<file path="config.mk">
export PLATFORM = sky130hd
export DESIGN_NAME = sorted_key_set
export DESIGN_NICKNAME = d
export VERILOG_FILES = /design/src/sv/sks_pkg.sv /design/src/sv/sks_cell.sv /design/src/sv/sorted_key_set.sv
export SDC_FILE = /design/constraint.sdc
export NUM_CORES = 2
export LEC_CHECK = 0
export BUFFER_PORTS_ARGS = -buffer_cell sky130_fd_sc_hd__buf_2
export CAP_MARGIN = 20
export CORE_UTILIZATION = 60
export DETAILED_ROUTE_END_ITERATION = 10
export MAX_ROUTING_LAYER = met4
export PLACE_DENSITY = 0.77
export SYNTH_ARGS = -nofsm -noshare
export SYNTH_HDL_FRONTEND = slang
export SYNTH_HIERARCHICAL = 1
export SYNTH_SLANG_ARGS = --single-unit
</file>
<file path="constraint.sdc">
create_clock -name clk -period 20.2 [get_ports clk]
set_input_delay 3.03 -clock clk [delete_from_list [all_inputs] [get_ports clk]]
set_output_delay 3.03 -clock clk [all_outputs]
set_load 0.02 [all_outputs]
</file>
<file path="src/sv/sks_pkg.sv">
// shared types and constants for the sorted key set
// used by sks_cell and sorted_key_set; depends on nothing else

package sks_pkg;

    localparam int CAPACITY_DEF = 16;
    localparam int KEY_W        = 32;

    typedef enum logic [1:0] {
        ACT_INSERT = 2'd0,
        ACT_DELETE = 2'd1,
        ACT_SEARCH = 2'd2,
        ACT_CLEAR  = 2'd3
    } action_t;

    typedef enum logic [1:0] {
        STATUS_OK     = 2'd0,
        STATUS_DUP    = 2'd1,
        STATUS_ABSENT = 2'd2,
        STATUS_FULL   = 2'd3
    } status_t;

    typedef enum logic [1:0] {
        ST_IDLE,
        ST_EXEC,
        ST_FIN
    } state_t;

    typedef struct packed {
        action_t                   action;
        logic signed [KEY_W-1:0]   key;
    } in_t;

    typedef struct packed {
        status_t                   status;
        logic [3:0]                position;
        logic [4:0]                entry_count;
        logic                      is_empty;
        logic signed [KEY_W-1:0]   first_key;
        logic signed [KEY_W-1:0]   last_key;
    } out_t;

    // shift commands broadcast to every cell
    typedef struct packed {
        logic ins;
        logic del;
    } cell_ctl_t;

    // per-cell compare results
    typedef struct packed {
        logic lt;
        logic eq;
        logic at_rank;
        logic is_last;
    } cell_flags_t;

endpackage

</file>
<file path="src/sv/sks_cell.sv">
// one cell of the sorted key row: holds one key, compares it and shifts
// depends on sks_pkg

module sks_cell #(
    parameter int IDX = 0,
    parameter int CW  = 5
) (
    input  logic                             clk,
    input  logic [CW-1:0]                    count,
    input  logic signed [sks_pkg::KEY_W-1:0] req_key,
    input  sks_pkg::cell_ctl_t               ctl,
    input  logic                             prev_lt,
    input  logic signed [sks_pkg::KEY_W-1:0] left_key,
    input  logic signed [sks_pkg::KEY_W-1:0] right_key,
    output logic signed [sks_pkg::KEY_W-1:0] key,
    output sks_pkg::cell_flags_t             flags
);

    localparam logic [CW-1:0] IDX_C  = CW'(IDX);
    localparam logic [CW-1:0] IDX_P1 = CW'(IDX + 1);

    logic signed [sks_pkg::KEY_W-1:0] key_reg;
    logic signed [sks_pkg::KEY_W-1:0] key_next;
    logic                             valid;

    assign valid = IDX_C < count;
    assign key   = key_reg;

    always_comb
    begin
        flags.lt      = valid && (key_reg < req_key);
        flags.eq      = valid && (key_reg == req_key);
        // first cell not below the request key
        flags.at_rank = !flags.lt && prev_lt;
        flags.is_last = count == IDX_P1;
    end

    always_comb
    begin
        key_next = key_reg;
        if (ctl.ins && !flags.lt)
        begin
            key_next = prev_lt ? req_key : left_key;
        end
        else if (ctl.del && !flags.lt)
        begin
            key_next = right_key;
        end
    end

    always_ff @(posedge clk)
    begin
        key_reg <= key_next;
    end

endmodule

</file>
<file path="src/sv/sorted_key_set.sv">
// top level of the sorted key set: control sequencer over a row of cells
// depends on sks_pkg and sks_cell

// Holds up to CAPACITY distinct signed keys in ascending order, one key per
// cell in a row of compare-and-shift cells. Each request word (insert,
// delete, search, clear) passes through ST_IDLE, which accepts it, ST_EXEC,
// in which every cell compares against the key and the row shifts right
// (insert) or left (delete) in a single step, and ST_FIN, in which the end
// keys are picked from the row and the result word is loaded once the output
// is empty or out_ready is high. A new request is taken in the cycle after the
// result is loaded, while that result may still wait for out_ready. Position
// wraps to 4 bits when CAPACITY exceeds 16, entry_count to 5 bits above 31.

module sorted_key_set #(
    parameter int CAPACITY = sks_pkg::CAPACITY_DEF
) (
    input  logic          clk,
    input  logic          rst_n,
    input  logic          in_valid,
    output logic          in_ready,
    input  sks_pkg::in_t  in_data,
    output logic          out_valid,
    input  logic          out_ready,
    output sks_pkg::out_t out_data
);

    localparam int CW = $clog2(CAPACITY + 1);
    localparam logic [CW-1:0] CAP_C = CW'(CAPACITY);

    sks_pkg::state_t state_reg, state_next;
    sks_pkg::in_t    req_reg;
    logic [CW-1:0]   count_reg, count_next;
    sks_pkg::status_t status_reg, status_next;
    logic [3:0]      pos_reg, pos_next;
    sks_pkg::out_t   out_reg, out_next;
    logic            out_valid_reg, out_valid_next;
    logic            load;

    sks_pkg::cell_ctl_t   ctl;
    sks_pkg::cell_flags_t flags [CAPACITY];
    logic signed [sks_pkg::KEY_W-1:0] keys [CAPACITY];

    logic            hit;
    logic [3:0]      rank_pos;
    logic signed [sks_pkg::KEY_W-1:0] last_sel;

    genvar gi;
    generate
        for (gi = 0; gi < CAPACITY; gi++)
        begin : g_cell
            logic                             prev_lt;
            logic signed [sks_pkg::KEY_W-1:0] left_key;
            logic signed [sks_pkg::KEY_W-1:0] right_key;

            if (gi == 0)
            begin : g_first
                assign prev_lt  = 1'b1;
                assign left_key = req_reg.key;
            end
            else
            begin : g_mid
                assign prev_lt  = flags[gi-1].lt;
                assign left_key = keys[gi-1];
            end

            if (gi == CAPACITY - 1)
            begin : g_end
                assign right_key = keys[gi];
            end
            else
            begin : g_inner
                assign right_key = keys[gi+1];
            end

            sks_cell #(
                .IDX (gi),
                .CW  (CW)
            ) u_cell (
                .clk       (clk),
                .count     (count_reg),
                .req_key   (req_reg.key),
                .ctl       (ctl),
                .prev_lt   (prev_lt),
                .left_key  (left_key),
                .right_key (right_key),
                .key       (keys[gi]),
                .flags     (flags[gi])
            );
        end
    endgenerate

    // match and rank gathered over the row
    always_comb
    begin
        hit      = 1'b0;
        rank_pos = '0;
        last_sel = '0;
        for (int i = 0; i < CAPACITY; i++)
        begin
            hit = hit | flags[i].eq;
            if (flags[i].at_rank)
            begin
                rank_pos = rank_pos | 4'(i);
            end
            if (flags[i].is_last)
            begin
                last_sel = last_sel | keys[i];
            end
        end
    end

    always_comb
    begin
        state_next  = state_reg;
        count_next  = count_reg;
        status_next = status_reg;
        pos_next    = pos_reg;
        ctl         = '0;
        load        = 1'b0;
        in_ready    = 1'b0;
        out_next    = out_reg;

        case (state_reg)
            sks_pkg::ST_IDLE:
            begin
                in_ready = 1'b1;
                if (in_valid)
                begin
                    state_next = sks_pkg::ST_EXEC;
                end
            end
            sks_pkg::ST_EXEC:
            begin
                status_next = sks_pkg::STATUS_OK;
                pos_next    = '0;
                case (req_reg.action)
                    sks_pkg::ACT_INSERT:
                    begin
                        if (hit)
                        begin
                            status_next = sks_pkg::STATUS_DUP;
                            pos_next    = rank_pos;
                        end
                        else if (count_reg >= CAP_C)
                        begin
                            status_next = sks_pkg::STATUS_FULL;
                        end
                        else
                        begin
                            ctl.ins    = 1'b1;
                            count_next = count_reg + 1'b1;
                            pos_next   = rank_pos;
                        end
                    end
                    sks_pkg::ACT_DELETE:
                    begin
                        if (hit)
                        begin
                            ctl.del    = 1'b1;
                            count_next = count_reg - 1'b1;
                            pos_next   = rank_pos;
                        end
                        else
                        begin
                            status_next = sks_pkg::STATUS_ABSENT;
                        end
                    end
                    sks_pkg::ACT_SEARCH:
                    begin
                        if (hit)
                        begin
                            pos_next = rank_pos;
                        end
                        else
                        begin
                            status_next = sks_pkg::STATUS_ABSENT;
                        end
                    end
                    sks_pkg::ACT_CLEAR:
                    begin
                        count_next = '0;
                    end
                    default:
                    begin
                        count_next = count_reg;
                    end
                endcase
                state_next = sks_pkg::ST_FIN;
            end
            sks_pkg::ST_FIN:
            begin
                if (!out_valid_reg || out_ready)
                begin
                    load                 = 1'b1;
                    out_next.status      = status_reg;
                    out_next.position    = pos_reg;
                    out_next.entry_count = 5'(count_reg);
                    out_next.is_empty    = count_reg == '0;
                    out_next.first_key   = (count_reg == '0) ? '0 : keys[0];
                    out_next.last_key    = last_sel;
                    state_next           = sks_pkg::ST_IDLE;
                end
            end
            default:
            begin
                state_next = sks_pkg::ST_IDLE;
            end
        endcase
    end

    always_comb
    begin
        out_valid_next = out_valid_reg && !out_ready;
        if (load)
        begin
            out_valid_next = 1'b1;
        end
    end

    always_ff @(posedge clk or negedge rst_n)
    begin
        if (!rst_n)
        begin
            state_reg     <= sks_pkg::ST_IDLE;
            count_reg     <= '0;
            out_valid_reg <= 1'b0;
        end
        else
        begin
            state_reg     <= state_next;
            count_reg     <= count_next;
            out_valid_reg <= out_valid_next;
        end
    end

    always_ff @(posedge clk)
    begin
        if (in_valid && in_ready)
        begin
            req_reg <= in_data;
        end
        status_reg <= status_next;
        pos_reg    <= pos_next;
        out_reg    <= out_next;
    end

    assign out_valid = out_valid_reg;
    assign out_data  = out_reg;

endmodule
</file>
==> results_dict.tcl <==
set metrics [dict create \
    netlist_instances 5195 \
    antenna_found_initial 6 \
    die_h_um 306 \
    final_cells 6482 \
    syn2layout_area_growth_pct 7.23 \
    pin_count 116 \
    cts_setup_buffers 0 \
    cts.clk_slew.worst_paths_ns 0.06 \
    worstSetupStartpoint "count_reg[3]" \
    post-route-period-util_pct 35.1 \
    startpoint_type "flop" \
    via_per_inst 7.18 \
    rrSetupSlack_ns 13.10 \
    cp-end-kind "flop" \
    ir_drop_uv 74.7 \
    vias 46600 \
    leakagePower_nw 25.7 \
    synth_area_um2 55400 \
    drtIter0Drc 7708 \
    htree_levels 3 \
    path_max_fanout 148 \
    fmax_mhz 141 \
    dr.pass1.iters 9 \
    route.detailed.drc 0 \
    hold_viol_final 0 \
    overflow 0 \
    cts_root_buf "clkbuf_16" \
    synth_warnings 6 \
    setup_viol 0 \
    holdPathEnd "out_data[75]" \
    die_w_um 306 \
    reg2reg_to "g_cell[5].u_cell/key[31]" \
    min_period_ns 7.10 \
    drt-total-wl_mm 205 \
    clockBufferDepth 3 \
    cts_buffers 78 \
    post-dp-hpwl_mm 147 \
    core_area_um2 91500 \
    fillCellCount 7089 \
    post_dp_cell_area_um2 57000 \
    synth_nets 5754 \
    antenna_left 0 \
    cts_hold_buf 0 \
    slew_headroom_pct 23.4 \
    final_cell_area_um2 59400 \
    nNetsFinal 5793 \
    start_util_pct 60.5 \
    cts_tree "done" \
    die-area_um2 93500 \
    worstSetupPathType "reg2reg" \
    grt_pass1_wl_mm 295 \
    cts_sinks 636 \
    fp-row-count 111 \
    tightest_slew_ns 1.15 \
    hold_class "reg2reg" \
    largest_reg_flops 512 \
    cp.arrival_ns 7.47 \
    worstSkewPairLatency_ns 0.67 \
    track_usage_pct 44.1 \
    crit_required_ns 20.57 \
    power_density_nw_per_um2 77.3 \
    dp_cells 6338 \
    fin_hold_ws_ns 0.423 \
    fin_worst_skew_ns 0.0267 \
    cap_violations 0 \
    ctsResizeCount 0 \
    wire_per_inst_um 31.7 \
    port_buffers 115 \
    place_congestion 1.06 \
    worst-r2r-cell-count 15 \
    min_path_cells 0 \
    worstHoldStart "status_reg[1]" \
    status "complete, no violations" \
    fin_setup_tns_ns 0 \
    slew_violations 0 \
    grt_max_degree 149 \
    grt_pass1_vias 43300 \
    synth.avg_cell_area_um2 10.7 \
    rsz0062_at_grt "no" \
    r2r-start "count_reg[3]" \
    drive_above_1_share_pct 24.8 \
]
## how the worst max path moves through the flow
stage / to / slack [ns] / depth (start not counted)
2_1_floorplan: g_cell[4].u_cell/key[0] / 13.05 / 11
3_3_place_gp: g_cell[8].u_cell/key[5] / 13.31 / 14
3_5_place_dp: g_cell[8].u_cell/key[11] / 13.49 / 15
4_1_cts: g_cell[8].u_cell/key[11] / 13.46 / 15
5_1_grt: g_cell[8].u_cell/key[11] / 13.12 / 15
6_report: g_cell[5].u_cell/key[31] / 13.10 / 15
## critical path: stages, from the launching register on
cell and delay (ns):
dfrtp_2 0.68, a2111oi_1 0.91, clkdlybuf4s15_2 0.36, nor2_1 0.07, nand2_1 0.07, nor4_1 0.06
nor4_2 0.77, nand4_2 0.54, nor3_2 0.37, buf_12 0.61, buf_4 0.89, nand2_1 0.11
buf_4 0.30, o22ai_4 0.19, buf_4 0.54, a221oi_1 0.16
## where the power goes
group	leakage (nW)	internal [W]	switching [W]
Sequential	5.78	0.00153	0.0000530
Clock	1.15	0.000764	0.000604
Combinational	18.8	0.000586	0.00105
## metal layers
layer / GRT usage, % / vias up / share of wire [%] / wire, um
li1: - / 19800 / - / -
met1: 58.4 / 22600 / 38 / 78400
met2: 60.3 / 3635 / 41 / 83800
met3: 16.4 / 526 / 16 / 33700
met4: 17.7 / 0 / 4.6 / 9550
met5: - / - / 0 / 0
## stage by stage
| stage | power (W) | utilization (%) | worst slack, ns |
|---|---|---|---|
| after floorplan | 0.00271 | - | 13.05 |
| after global placement | 0.00313 | 62.2 | 13.31 |
| after detailed placement | 0.00317 | 62.3 | 13.49 |
| after CTS | 0.00453 | 64.8 | 13.46 |
| after global routing | 0.00473 | 64.9 | 13.12 |
| final | 0.00459 | 64.9 | 13.10 |
## layout make-up
cell class / count / area, um2 / share of cell area (%)
clock inverter: 39 / 283 / 0.476
antenna: 6 / 15.0 / 0.0253
multi-input combinational: 3413 / 31700 / 53.3
inverter: 873 / 3280 / 5.52
tap: 1186 / 1480 / 2.50
sequential: 636 / 19100 / 32.1
timing repair buffer: 232 / 1510 / 2.54
clock buffer: 97 / 2080 / 3.50
## placed cells by master, fill, tap and decap left out, types with 130 or more instances in the layout
master / n
nand2_1: 176
mux2_2: 425
nand3_1: 162
inv_1: 873
edfxtp_1: 628
mux2_4: 244
o31ai_1: 133
a221oi_1: 141
a22o_1: 134
a21oi_1: 275
mux2i_1: 130
ha_1: 520
a221oi_2: 152
Note: power is estimated with default switching activity, not from simulation.
